### src/design/swtl_ram.sv
`default_nettype none

module swtl_ram #(
  parameter int WIDTH = 8,
  parameter int DEPTH = 16,
  localparam int AW = (DEPTH > 1) ? $clog2(DEPTH) : 1
) (
  input  wire logic             clk,
  input  wire logic             we,
  input  wire logic [AW-1:0]    waddr,
  input  wire logic [WIDTH-1:0] wdata,
  input  wire logic             re,
  input  wire logic [AW-1:0]    raddr,
  output logic      [WIDTH-1:0] rdata
);

  logic [WIDTH-1:0] mem [DEPTH];

  always_ff @(posedge clk) begin
    if (we) begin
      mem[waddr] <= wdata;
    end
    if (re) begin
      rdata <= mem[raddr];
    end
  end

endmodule

`default_nettype wire

### config.mk
export PLATFORM = sky130hd
export DESIGN_NAME = swtl_ram
export DESIGN_NICKNAME = d
export VERILOG_FILES = /design/src/design/swtl_ram.sv
export SDC_FILE = /design/constraint.sdc
export NUM_CORES = 1
export LEC_CHECK = 0
export ABC_AREA = 1
export BUFFER_PORTS_ARGS = -buffer_cell sky130_fd_sc_hd__buf_4
export CAP_MARGIN = 25
export CORE_MARGIN = 1
export CORE_UTILIZATION = 40
export CTS_CLUSTER_SIZE = 16
export DETAILED_ROUTE_END_ITERATION = 8
export PLACE_DENSITY_LB_ADDON = 0.25
export SYNTH_ARGS = -nofsm -noshare
export SYNTH_HDL_FRONTEND = slang
export SYNTH_SLANG_ARGS = --single-unit
### constraint.sdc
create_clock -name clk -period 3.53 [get_ports clk]
set_clock_uncertainty 0.2 [all_clocks]
set_input_delay 0.706 -clock clk [delete_from_list [all_inputs] [get_ports clk]]
set_output_delay 0.706 -clock clk [all_outputs]
set_load 0.03 [all_outputs]
==> summary.txt <==
Route
  – First DRT Iteration DRCs: 350
  – ANT nets after route: 0
  – Vias per cell: 4.94
  – Via count: 3791
  – Drt pass-1 iters: 7
  – Wire length per cell: 17.0 um
  – DRT Wirelength: 13100 um
  – Post-route DRC: 0

Synthesis
  – Average instance area after synthesis: 10.6 um2
  – Synth area leaders: edfxtp_1 70%, nand2_1 11%, nand3_1 8.3%, inv_1 6.4%, buf_6 1.2%
  – Cell area after synthesis: 0.00585 mm2
  – Biggest area consumer among synthesized cells: edfxtp_1
  – Yosys Warn Count: 0
  – Proportion of netlist area held by the largest area contributor: 69.8%
  – Synth Net Count: 570
  – Synth Instances: 551
  – Yosys cell types: 11
  – Post-synthesis sequential area ratio: 69.8%
  – FF+latch count, synth: 136

Pwr
  – Peak supply drop: 0.000304 V
  – Comb power frac: 5.9%
  – Sw frac: 21.4%
  – PwrDens: 589 mW/mm2
  – Leak Pwr: 0.00286 uW
  – P_int: 3140 uW
  – Sequential share of power: 45.8%
  – Sw power: 853 uW
  – Clk pwr share: 48.3%

CTS
  – TritonCTS Sinks: 136
  – Post-CTS Resized: 0
  – Num CTS Buffers: 17
  – CTS max path bufs: 2
  – Clock Root Buffer: clkbuf_16
  – CTS tree: yes
  – CTS H-tree depth: 4
  – CTS Hold Buffers Added: 0
  – Post-CTS setup buffer count: 0
  – Skew-Pair Late Insertion Delay: 0.41 ns
  – Clk slew on worst S/H paths: 0.06 ns

Worst hold path
  – Hold crit path type: input port to flip-flop
  – Min-Delay Path Depth: 1

Critical path
  – Slowest stage delay, CP: 0.45 ns
  – WP data arrival: 2.11 ns
  – Largest delay share family, worst path: buffers and inverters
  – Crit Path Max Fanout: 33
  – Critical Path End Type: flip-flop
  – WP depth: 8
  – Startpoint Class: input port
  – CP Data Required Time: 3.50 ns
  – Most used cell, CP: nand3_1
  – Slowest cell on the critical path: inv_2
  – Worst Path Buf+Inv: 3
  – Crit path cell chain: buf_4 > inv_2 > buf_12 > nand2_1 > nand3_1 > nand3_1 > nand3_1 > nand2_1
  – R2R depth: 6
  – Crit Path Class: input port to flip-flop

Global routing
  – Total track usage: 19.4%
  – Total gr overflow: 0
  – First-pass GRT wire length: 20600 um
  – Vias in the first global route: 3802
  – Largest net degree at the start of global routing: 65
  – Initial antenna violation count: 0

Floorplanning
  – Boundary Pins: 27
  – Rows: 43
  – Core area: 0.0141 mm2
  – Initial Util: 41.5%
  – Die area: 0.0151 mm2
  – Die Height: 123 um
  – Die W: 123 um

Placement
  – Routability congestion estimate: 0.803
  – Dpl cells: 735
  – Dpl ws: 0.988 ns
  – Port bufs: 26
  – Placed Area: 0.00613 mm2
  – Detailed placement HPWL: 7850 um

Timing
  – Fmax: 466 MHz
  – RSZ-0062 raised after global routing: no
  – Max-slew violations: 0
  – Setup TNS: 0 ns
  – Crit path setup slack, layout: 1.38 ns
  – Final hold slack: 0.404 ns
  – Final Critical Period: 2.15 ns
  – Relative slew slack: 39.1%
  – Count of final hold-check violations: 0
  – # setup viols final: 0
  – Tcrit/Tclk final: 60.8%
  – Measured slew at the worst slew-check pin: 0.910 ns

Layout
  – Post-Layout Inst Area: 0.00678 mm2
  – Fin cells: 767
  – Post-layout nets: 593
  – Synth-to-layout area growth: 16.0%
  – N_diodes: 0
  – Share of layout cells above drive strength 1: 10.6%

Run
  – # Max-Cap Violations: 0

Run status
  – Status: finished clean
[path summary, 6_finish.rpt]
kind / startpoint / to / slack [ns]
setup reg to reg: mem[5][1] / rdata[1] / 2.10
hold / removal: re / rdata[2] / 0.40
setup / recovery: raddr[0] / rdata[1] / 1.38
hold reg to reg: mem[10][7] / rdata[7] / 0.53
[area by class of cell]
type	count	area [um2]
Fill cell	1279	7310
Sequential cell	136	4080
Multi-Input combinational cell	289	1210
Clock buffer	17	425
Inverter	102	383
Clock inverter	15	228
Tap cell	180	225
Timing Repair Buffer	28	223
[worst register-to-register path: cells and delay by family, from the launching register on]
| kind | cells | cell delay (ns) |
|---|---|---|
| buffers and inverters | 1 | 0.06 |
| AND/OR/NAND/NOR | 5 | 0.55 |
| flip-flops | 1 | 0.36 |
[layout by cell type (no fill, tap or decap)]
cell type,count
edfxtp_1,136
clkinv_4,2
nand3_1,97
clkbuf_16,17
bufinv_16,5
nor2_1,17
inv_2,2
buf_4,27
inv_1,100
buf_12,1
nand3b_1,2
clkinvlp_4,8
nand2_1,173
[routing by layer]
| metal | up-vias | wire (um) | global-route usage [%] |
|---|---|---|---|
| met3 | 15 | 740 | 4.15 |
| met2 | 111 | 6310 | 30.9 |
| met1 | 1831 | 5810 | 25.3 |
| met5 | - | 0 | 0 |
| met4 | 0 | 216 | 9.38 |
| li1 | 1834 | - | - |
[through the flow]
step	total power [uW]	utilization, %
floorplan	2000	-
global placement	2100	43.5
detailed placement	2100	43.5
CTS	4020	48.1
global route	4100	48.1
finish	3990	48.1
[flip-flops by register name, indices dropped and copies added, names as in the netlist]
signal,cells
mem,128
rdata,8
[power groups by stage]
| stage | clock network [uW] | registers (uW) | logic (uW) |
|---|---|---|---|
| 3_3_place_gp | 0 | 1860 | 232 |
| 2_1_floorplan | 0 | 1880 | 128 |
| 4_1_cts | 1950 | 1830 | 237 |
| 6_report | 1930 | 1830 | 235 |
| 3_5_place_dp | 0 | 1860 | 235 |
| 5_1_grt | 2010 | 1830 | 260 |
[synthesized netlist by cell type]
master and n:
buf_2 13, buf_1 1, nor2_1 17, edfxtp_1 136, nand3_1 97, nand2_1 173, inv_2 2, nand3b_1 2
inv_1 100, buf_6 6, buf_4 4
[cells by family after synthesis]
group / synth area share (%)
buf+inv: 9.39
flops: 69.8
simple gates: 20.8
No activity file was read; power rests on OpenSTA's default activity.
